==> src/rtl/core/urxf_pkg.sv <==
// ----------------------------------------------------------------------------
// urxf_pkg
// Shared types and constants for the UART register block with receive ring.
// ----------------------------------------------------------------------------
package urxf_pkg;

    localparam int          FIFO_DEPTH_DEF  = 16;
    localparam logic [31:0] TX_ADDR_DEF     = 32'h1000_0000;
    localparam logic [31:0] RX_ADDR_DEF     = 32'h1000_0004;
    localparam logic [31:0] STATUS_ADDR_DEF = 32'h1000_0008;

    localparam logic [1:0] OP_READ  = 2'd0;
    localparam logic [1:0] OP_WRITE = 2'd1;
    localparam logic [1:0] OP_RX    = 2'd2;
    localparam logic [1:0] OP_TICK  = 2'd3;

    localparam logic [7:0] RD_EMPTY     = 8'hFF;
    localparam logic [7:0] STS_TX_READY = 8'h02;

    typedef struct packed {
        logic capture;
        logic exec;
        logic pop_done;
    } t_cmd;

    typedef struct packed {
        logic pop;
    } t_sts;

endpackage

==> src/rtl/core/urxf_ctrl.sv <==
// ----------------------------------------------------------------------------
// urxf_ctrl
// Request sequencer: capture, execute, and the extra pop state of an RX read.
// ----------------------------------------------------------------------------
module urxf_ctrl (
    input  logic          i_clk,
    input  logic          i_rst_n,
    input  logic          start,
    output logic          busy,
    input  urxf_pkg::t_sts i_sts,
    output urxf_pkg::t_cmd o_cmd
);

    localparam logic [1:0] S_IDLE = 2'd0;
    localparam logic [1:0] S_EXEC = 2'd1;
    localparam logic [1:0] S_POP  = 2'd2;

    logic [1:0] r_state;
    logic [1:0] n_state;

    always_comb begin
        n_state         = r_state;
        o_cmd.capture   = 1'b0;
        o_cmd.exec      = 1'b0;
        o_cmd.pop_done  = 1'b0;
        unique case (r_state)
            S_IDLE: begin
                if (start) begin
                    o_cmd.capture = 1'b1;
                    n_state       = S_EXEC;
                end
            end
            S_EXEC: begin
                o_cmd.exec = 1'b1;
                n_state    = i_sts.pop ? S_POP : S_IDLE;
            end
            S_POP: begin
                o_cmd.pop_done = 1'b1;
                n_state        = S_IDLE;
            end
            default: begin
                n_state = S_IDLE;
            end
        endcase
    end

    always_ff @(posedge i_clk) begin
        if (!i_rst_n) begin
            r_state <= S_IDLE;
        end else begin
            r_state <= n_state;
        end
    end

    assign busy = (r_state != S_IDLE);

    a_pop_after_exec: assert property (@(posedge i_clk) disable iff (!i_rst_n)
        (r_state == S_POP) |-> $past(r_state == S_EXEC))
        else $error("pop cycle without execute");

    a_exec_after_capture: assert property (@(posedge i_clk) disable iff (!i_rst_n)
        o_cmd.capture |=> (r_state == S_EXEC))
        else $error("capture not followed by execute");

endmodule

==> src/rtl/core/urxf_dp.sv <==
// ----------------------------------------------------------------------------
// urxf_dp
// Datapath: captured request, receive ring memory, pointers, interrupt flag
// and result registers.
// ----------------------------------------------------------------------------
module urxf_dp #(
    parameter int          FIFO_DEPTH  = urxf_pkg::FIFO_DEPTH_DEF,
    parameter logic [31:0] TX_ADDR     = urxf_pkg::TX_ADDR_DEF,
    parameter logic [31:0] RX_ADDR     = urxf_pkg::RX_ADDR_DEF,
    parameter logic [31:0] STATUS_ADDR = urxf_pkg::STATUS_ADDR_DEF
) (
    input  logic           i_clk,
    input  logic           i_rst_n,
    input  urxf_pkg::t_cmd i_cmd,
    output urxf_pkg::t_sts o_sts,
    input  logic [1:0]     i_opcode,
    input  logic [31:0]    i_address,
    input  logic [31:0]    i_write_data,
    input  logic [7:0]     i_rx_byte,
    output logic           o_valid,
    output logic [7:0]     o_read_data,
    output logic           o_tx_valid,
    output logic [7:0]     o_tx_byte,
    output logic           o_irq_valid
);

    localparam int PTR_W = $clog2(FIFO_DEPTH);
    localparam logic [PTR_W-1:0] PTR_LAST = PTR_W'(FIFO_DEPTH - 1);

    logic [1:0]       r_opcode;
    logic [31:0]      r_address;
    logic [7:0]       r_wdata;
    logic [7:0]       r_rx_byte;

    logic [7:0]       r_mem [FIFO_DEPTH];
    logic [7:0]       r_mem_q;

    logic [PTR_W-1:0] r_rd_ptr;
    logic [PTR_W-1:0] r_wr_ptr;
    logic             r_irq_armed;

    logic             r_valid;
    logic [7:0]       r_read_data;
    logic             r_tx_valid;
    logic [7:0]       r_tx_byte;
    logic             r_irq_valid;

    logic [PTR_W-1:0] w_rd_next;
    logic [PTR_W-1:0] w_wr_next;
    logic             w_empty;
    logic             w_full;
    logic             w_push;
    logic [7:0]       n_read_data;
    logic             n_tx_valid;
    logic [7:0]       n_tx_byte;
    logic             n_irq_valid;

    assign w_rd_next = (r_rd_ptr == PTR_LAST) ? '0 : r_rd_ptr + 1'b1;
    assign w_wr_next = (r_wr_ptr == PTR_LAST) ? '0 : r_wr_ptr + 1'b1;
    assign w_empty   = (r_rd_ptr == r_wr_ptr);
    assign w_full    = (w_wr_next == r_rd_ptr);
    assign w_push    = i_cmd.exec && (r_opcode == urxf_pkg::OP_RX) && !w_full;
    assign o_sts.pop = (r_opcode == urxf_pkg::OP_READ) && (r_address == RX_ADDR) && !w_empty;

    always_comb begin
        n_read_data = '0;
        n_tx_valid  = 1'b0;
        n_tx_byte   = '0;
        n_irq_valid = 1'b0;
        unique case (r_opcode)
            urxf_pkg::OP_READ: begin
                if (r_address == RX_ADDR) begin
                    n_read_data = urxf_pkg::RD_EMPTY;
                end else if (r_address == STATUS_ADDR) begin
                    n_read_data = urxf_pkg::STS_TX_READY | {7'd0, !w_empty};
                end
            end
            urxf_pkg::OP_WRITE: begin
                if (r_address == TX_ADDR) begin
                    n_tx_valid = 1'b1;
                    n_tx_byte  = r_wdata;
                end
            end
            urxf_pkg::OP_RX: begin
                n_read_data = '0;
            end
            urxf_pkg::OP_TICK: begin
                n_irq_valid = r_irq_armed;
            end
            default: begin
                n_read_data = '0;
            end
        endcase
    end

    always_ff @(posedge i_clk) begin
        if (i_cmd.capture) begin
            r_opcode  <= i_opcode;
            r_address <= i_address;
            r_wdata   <= i_write_data[7:0];
            r_rx_byte <= i_rx_byte;
        end
    end

    always_ff @(posedge i_clk) begin
        if (w_push) begin
            r_mem[r_wr_ptr] <= r_rx_byte;
        end
        r_mem_q <= r_mem[r_rd_ptr];
    end

    always_ff @(posedge i_clk) begin
        if (!i_rst_n) begin
            r_rd_ptr    <= '0;
            r_wr_ptr    <= '0;
            r_irq_armed <= 1'b0;
            r_valid     <= 1'b0;
        end else begin
            r_valid <= (i_cmd.exec && !o_sts.pop) || i_cmd.pop_done;
            if (i_cmd.exec && o_sts.pop) begin
                r_rd_ptr <= w_rd_next;
            end
            if (w_push) begin
                r_wr_ptr    <= w_wr_next;
                r_irq_armed <= 1'b1;
            end else if (i_cmd.exec && (r_opcode == urxf_pkg::OP_TICK)) begin
                r_irq_armed <= 1'b0;
            end
        end
    end

    always_ff @(posedge i_clk) begin
        if (i_cmd.exec) begin
            r_read_data <= n_read_data;
            r_tx_valid  <= n_tx_valid;
            r_tx_byte   <= n_tx_byte;
            r_irq_valid <= n_irq_valid;
        end else if (i_cmd.pop_done) begin
            r_read_data <= r_mem_q;
            r_tx_valid  <= 1'b0;
            r_tx_byte   <= '0;
            r_irq_valid <= 1'b0;
        end
    end

    assign o_valid     = r_valid;
    assign o_read_data = r_read_data;
    assign o_tx_valid  = r_tx_valid;
    assign o_tx_byte   = r_tx_byte;
    assign o_irq_valid = r_irq_valid;

    a_valid_from_cmd: assert property (@(posedge i_clk) disable iff (!i_rst_n)
        r_valid |-> $past(i_cmd.exec || i_cmd.pop_done))
        else $error("result strobe without a request");

    a_ptr_range: assert property (@(posedge i_clk) disable iff (!i_rst_n)
        ({1'b0, r_rd_ptr} < (PTR_W+1)'(FIFO_DEPTH)) &&
        ({1'b0, r_wr_ptr} < (PTR_W+1)'(FIFO_DEPTH)))
        else $error("ring pointer out of range");

    a_irq_from_push: assert property (@(posedge i_clk) disable iff (!i_rst_n)
        $rose(r_irq_armed) |-> $past(w_push))
        else $error("interrupt armed without a stored byte");

    a_push_not_empty: assert property (@(posedge i_clk) disable iff (!i_rst_n)
        w_push |=> !w_empty)
        else $error("ring empty after a stored byte");

endmodule

==> src/rtl/core/uart_rx_fifo_registers.sv <==
// ----------------------------------------------------------------------------
// uart_rx_fifo_registers
// Register view of a simple UART: bus reads and writes, received bytes into
// a receive ring, and interrupt report on tick.
// ----------------------------------------------------------------------------
// A request is taken when start is high and busy is low. Every request gives
// exactly one result, shown for one cycle with o_valid; the receiver cannot
// stall it, so sample it on that cycle. A request holds busy through the
// execute state; a read of the RX address with data in the ring also holds
// it through a pop state, for the registered read port of the ring memory.
// The result strobe comes in the first cycle with busy low again, and the
// next request may start in that same cycle. The ring keeps at most
// FIFO_DEPTH-1 bytes; further bytes are dropped.
// ----------------------------------------------------------------------------
module uart_rx_fifo_registers #(
    parameter int          FIFO_DEPTH  = urxf_pkg::FIFO_DEPTH_DEF,
    parameter logic [31:0] TX_ADDR     = urxf_pkg::TX_ADDR_DEF,
    parameter logic [31:0] RX_ADDR     = urxf_pkg::RX_ADDR_DEF,
    parameter logic [31:0] STATUS_ADDR = urxf_pkg::STATUS_ADDR_DEF
) (
    input  logic        i_clk,
    input  logic        i_rst_n,
    input  logic        start,
    output logic        busy,
    input  logic [1:0]  i_opcode,
    input  logic [31:0] i_address,
    input  logic [31:0] i_write_data,
    input  logic [7:0]  i_rx_byte,
    output logic        o_valid,
    output logic [7:0]  o_read_data,
    output logic        o_tx_valid,
    output logic [7:0]  o_tx_byte,
    output logic        o_irq_valid
);

    urxf_pkg::t_cmd w_cmd;
    urxf_pkg::t_sts w_sts;

    urxf_ctrl u_ctrl (
        .i_clk   (i_clk),
        .i_rst_n (i_rst_n),
        .start   (start),
        .busy    (busy),
        .i_sts   (w_sts),
        .o_cmd   (w_cmd)
    );

    urxf_dp #(
        .FIFO_DEPTH  (FIFO_DEPTH),
        .TX_ADDR     (TX_ADDR),
        .RX_ADDR     (RX_ADDR),
        .STATUS_ADDR (STATUS_ADDR)
    ) u_dp (
        .i_clk        (i_clk),
        .i_rst_n      (i_rst_n),
        .i_cmd        (w_cmd),
        .o_sts        (w_sts),
        .i_opcode     (i_opcode),
        .i_address    (i_address),
        .i_write_data (i_write_data),
        .i_rx_byte    (i_rx_byte),
        .o_valid      (o_valid),
        .o_read_data  (o_read_data),
        .o_tx_valid   (o_tx_valid),
        .o_tx_byte    (o_tx_byte),
        .o_irq_valid  (o_irq_valid)
    );

endmodule
==> config.mk <==
export PLATFORM = sky130hd
export DESIGN_NAME = uart_rx_fifo_registers
export DESIGN_NICKNAME = d
export VERILOG_FILES = /design/src/rtl/core/urxf_pkg.sv /design/src/rtl/core/urxf_ctrl.sv /design/src/rtl/core/urxf_dp.sv /design/src/rtl/core/uart_rx_fifo_registers.sv
export SDC_FILE = /design/constraint.sdc
export NUM_CORES = 1
export LEC_CHECK = 0
export BUFFER_PORTS_ARGS = -buffer_cell sky130_fd_sc_hd__clkbuf_2
export CAP_MARGIN = 20
export CORE_AREA = 2 2 112 157
export CTS_CLUSTER_DIAMETER = 60
export DETAILED_ROUTE_END_ITERATION = 6
export DIE_AREA = 0 0 114 159
export PLACE_DENSITY_LB_ADDON = 0.12
export SETUP_SLACK_MARGIN = 0.15
export SYNTH_ARGS = -nofsm -noshare
export SYNTH_HDL_FRONTEND = slang
export SYNTH_HIERARCHICAL = 1
export SYNTH_SLANG_ARGS = --single-unit
==> constraint.sdc <==
create_clock -name i_clk -period 4.3 [get_ports i_clk]
set_input_delay 0 -clock i_clk [delete_from_list [all_inputs] [get_ports i_clk]]
set_output_delay 0 -clock i_clk [all_outputs]
set_load 0.05 [all_outputs]
==> impl_metrics.json <==
{
  "outcome": "finished, final reports clean",
  "gp_congestion": 0.788,
  "cpMostUsedCell": "xor2_1",
  "h-tree-depth": 1,
  "clk_latency_ns": 0.49,
  "path_cells": "xor2_1, xor2_1, nor3_1, a21oi_2, and3_1",
  "vdd_drop_max_mv": 0.278,
  "first_global_vias": 4294,
  "synthToLayoutAreaGrowth_pct": 21.4,
  "place_hpwl_um": 9970,
  "critPathArrivalTime_ns": 3.06,
  "yosysTopAreaCellShare_pct": 71.9,
  "clk_path_buf_depth": 3,
  "cts_root_buffer": "clkbuf_16",
  "power_mw": 4.19,
  "synth_edf_count": 196,
  "num-nets-final": 629,
  "final_layout_size_suffix_gt1_share_pct": 28.6,
  "drc": 0,
  "worstPathRequired_ns": 4.42,
  "slowest_delay_ns": 0.79,
  "synth_seq_cells": 216,
  "final.period_utilization_pct": 68.4,
  "cts_tree": "done",
  "die_h_um": 159,
  "yosysWarnings": 6,
  "fin_setup_tns_ns": 0,
  "cts.sinks": 216,
  "yosysSeqAreaShare_pct": 76.8,
  "final.min_clock_period_ns": 2.94,
  "ys_types": 43,
  "finalMaxSlewViolations": 0,
  "crit_fanout": 19,
  "crit_path_end_kind": "register",
  "clk_pin_slew_ns": 0.06,
  "setup_viol": 0,
  "drtIter0Drc": 361,
  "nFillCells": 1256,
  "cts_resized": 0,
  "critPathLaunchType": "register",
  "rsz0062_at_grt": "false",
  "min_path_type": "input port to register",
  "syn_area_mm2": 0.00819,
  "grt_usage_pct": 17.7,
  "clock_skew_ns": 0.0191,
  "yosys_most_used_dff": "edfxtp_1",
  "die_width_um": 114,
  "grtUsageMet1_pct": 20.5,
  "synth_area_leaders": "edfxtp_1, mux4_2, dfxtp_1",
  "drtPass1Iterations": 4,
  "routedWlPerCell_um": 20.8,
  "cap_viol_max_count": 0,
  "core-area_mm2": 0.0167,
  "grtUsageMet2_pct": 33.1,
  "io_buffer_count": 72,
  "use_met3_pct": 2.70,
  "initial_core_util_pct": 49.1,
  "syn_inst": 408,
  "grt_antenna_before_repair": 0,
  "synth_fp_nets": 491,
  "worst_pin_slew_ns": 0.967,
  "slowest_stage": "dfxtp_1",
  "grt_max_degree": 38,
  "antenna_left": 0,
  "overflow": 0,
  "num_rows": 56,
  "cts_made_buffers": 21,
  "finalWirelength_um": 15900,
  "die_area_mm2": 0.0181,
  "yosys.area.top_type": "edfxtp_1",
  "vias": 4146,
  "power_density_mw_per_mm2": 421,
  "relSlewSlack_pct": 35.5,
  "hold_viol_final": 0,
  "grt_pass1_wl_um": 24000,
  "syn_avg_cell_area_um2": 20.1,
  "n_antenna_cell": 0,
  "top_usage_layer": "met2",
  "fmax_ghz": 0.340,
  "criticalPathCategory": "register to register",
  "p_leak_nw": 3.47,
  "async_flop_share_pct": 0,
  "io_pins": 97,
  "routed_via_density": 5.43
}
## repair_timing
action	CTS	global route
hold endpoints to repair	60	0
hold buffers	53	0
buffers inserted	0	0
## cell usage after synthesis, types with 3 or more instances
master    instances
edfxtp_1        196
mux4_2           40
dfxtp_1          20
and3_1           16
inv_1            12
and2_1           11
nand2_1          10
o21ai_0           9
xor2_1            7
a21oi_1           6
ha_1              6
mux2i_1           6
buf_2             5
clkbuf_1          5
nor2_1            5
nor2b_1           5
nor4_2            5
nand2b_1          4
nor4_1            4
a31oi_1           3
buf_4             3
nand3_1           3
## layout make-up
type | instances | area, µm² | area share, %
inverters | 12 | 45.0 | 0.453
clock buffers | 32 | 607 | 6.11
clock inverters | 5 | 23.8 | 0.239
multi-input cells | 165 | 1790 | 18.1
repair buffers | 130 | 928 | 9.34
well taps | 203 | 254 | 2.56
flip-flops and latches | 216 | 6290 | 63.3
## power by group
| part | internal [mW] | switching [mW] | total [mW] |
|---|---|---|---|
| Sequential | 2.33 | 0.0338 | 2.37 |
| Clock | 0.969 | 0.716 | 1.69 |
| Combinational | 0.0656 | 0.0682 | 0.134 |
| Total | 3.37 | 0.818 | 4.19 |
## final timing paths
check | startpoint | end | slack (ns) | cells past startpoint
setup / recovery | u_dp/r_rd_ptr[2] | u_dp/r_mem[1][3] | 1.36 | 5
hold / removal | i_rx_byte[0] | u_dp/r_rx_byte[0] | 0.22 | 2
setup reg to reg | u_dp/r_rd_ptr[2] | u_dp/r_mem[1][3] | 1.36 | 5
hold reg to reg | u_dp/r_wdata[4] | u_dp/o_tx_byte[4] | 0.53 | 1
## cell usage in the layout (no fill, tap or decap), types with 2 or more instances in the layout
| master | n |
|---|---|
| a21oi_1 | 6 |
| a31o_2 | 2 |
| a31oi_1 | 3 |
| and2_1 | 11 |
| and2b_1 | 2 |
| and3_1 | 16 |
| buf_4 | 5 |
| clkbuf_1 | 7 |
| clkbuf_16 | 21 |
| clkbuf_2 | 72 |
| clkbuf_8 | 4 |
| clkinv_1 | 3 |
| dfxtp_1 | 19 |
| dlygate4sd3_1 | 53 |
| edfxtp_1 | 196 |
| ha_1 | 6 |
| inv_1 | 12 |
| mux2i_1 | 6 |
| mux4_2 | 40 |
| nand2_1 | 10 |
| nand2b_1 | 4 |
| nand3_1 | 3 |
| nand4_1 | 2 |
| nor2_1 | 5 |
| nor2b_1 | 5 |
| nor3_1 | 2 |
| nor4_1 | 4 |
| nor4_2 | 5 |
| o21ai_0 | 9 |
| or2_2 | 2 |
| xor2_1 | 7 |
## cells by family after synthesis
| group | Yosys count | synth area share [%] |
|---|---|---|
| adders and majority gates | 6 | 0.917 |
| xor gates and xnor gates | 8 | 0.856 |
| buffers and inverters | 27 | 1.45 |
| DFF | 216 | 76.8 |
| and+or+nand+nor | 81 | 6.51 |
| AOI/OAI and AO/OA | 24 | 1.76 |
| muxes | 46 | 11.7 |
## metrics by stage
| stage | worst slack, ns | cells | utilization (%) | cell area [µm²] | hold slack (ns) |
|---|---|---|---|---|---|
| after floorplan | 1.52 | 408 | - | 8190 | 0.0989 |
| after global placement | 1.40 | 673 | 52.6 | 8780 | 0.177 |
| after detailed placement | 1.35 | 673 | 52.6 | 8780 | 0.179 |
| after CTS | 1.33 | 763 | 59.6 | 9940 | 0.199 |
| after global routing | 1.17 | 763 | 59.6 | 9940 | 0.214 |
| final | 1.36 | 763 | 59.6 | 9940 | 0.222 |
## critical path, delay by kind of cell (launching register included)
| kind | cells | cell delay [ns] |
|---|---|---|
| AO/OA/AOI/OAI | 1 | 0.61 |
| XOR/XNOR | 2 | 0.47 |
| flip-flops | 1 | 0.79 |
| AND/OR/NAND/NOR | 2 | 0.69 |
## registers in the layout, indices dropped and copies added, names as in the netlist, 4 cells and up
name / cells
u_dp/r_rx_byte: 8
u_dp/o_tx_byte: 8
u_dp/r_rd_ptr: 4
u_dp/r_address: 32
u_dp/r_wdata: 8
u_dp/r_wr_ptr: 4
u_dp/r_mem_q: 8
u_dp/r_mem: 128
u_dp/o_read_data: 8
## layer usage
metal  vias to the layer above  routed length (µm)  part of all wire [%]
met4                         0                 386                   2.4
met3                        33                 799                   5.0
met1                      2072                5900                    37
li1                       1914                   -                     -
met5                         -                   0                     0
met2                       127                8820                    55
Power figures use the tool's default switching activity.
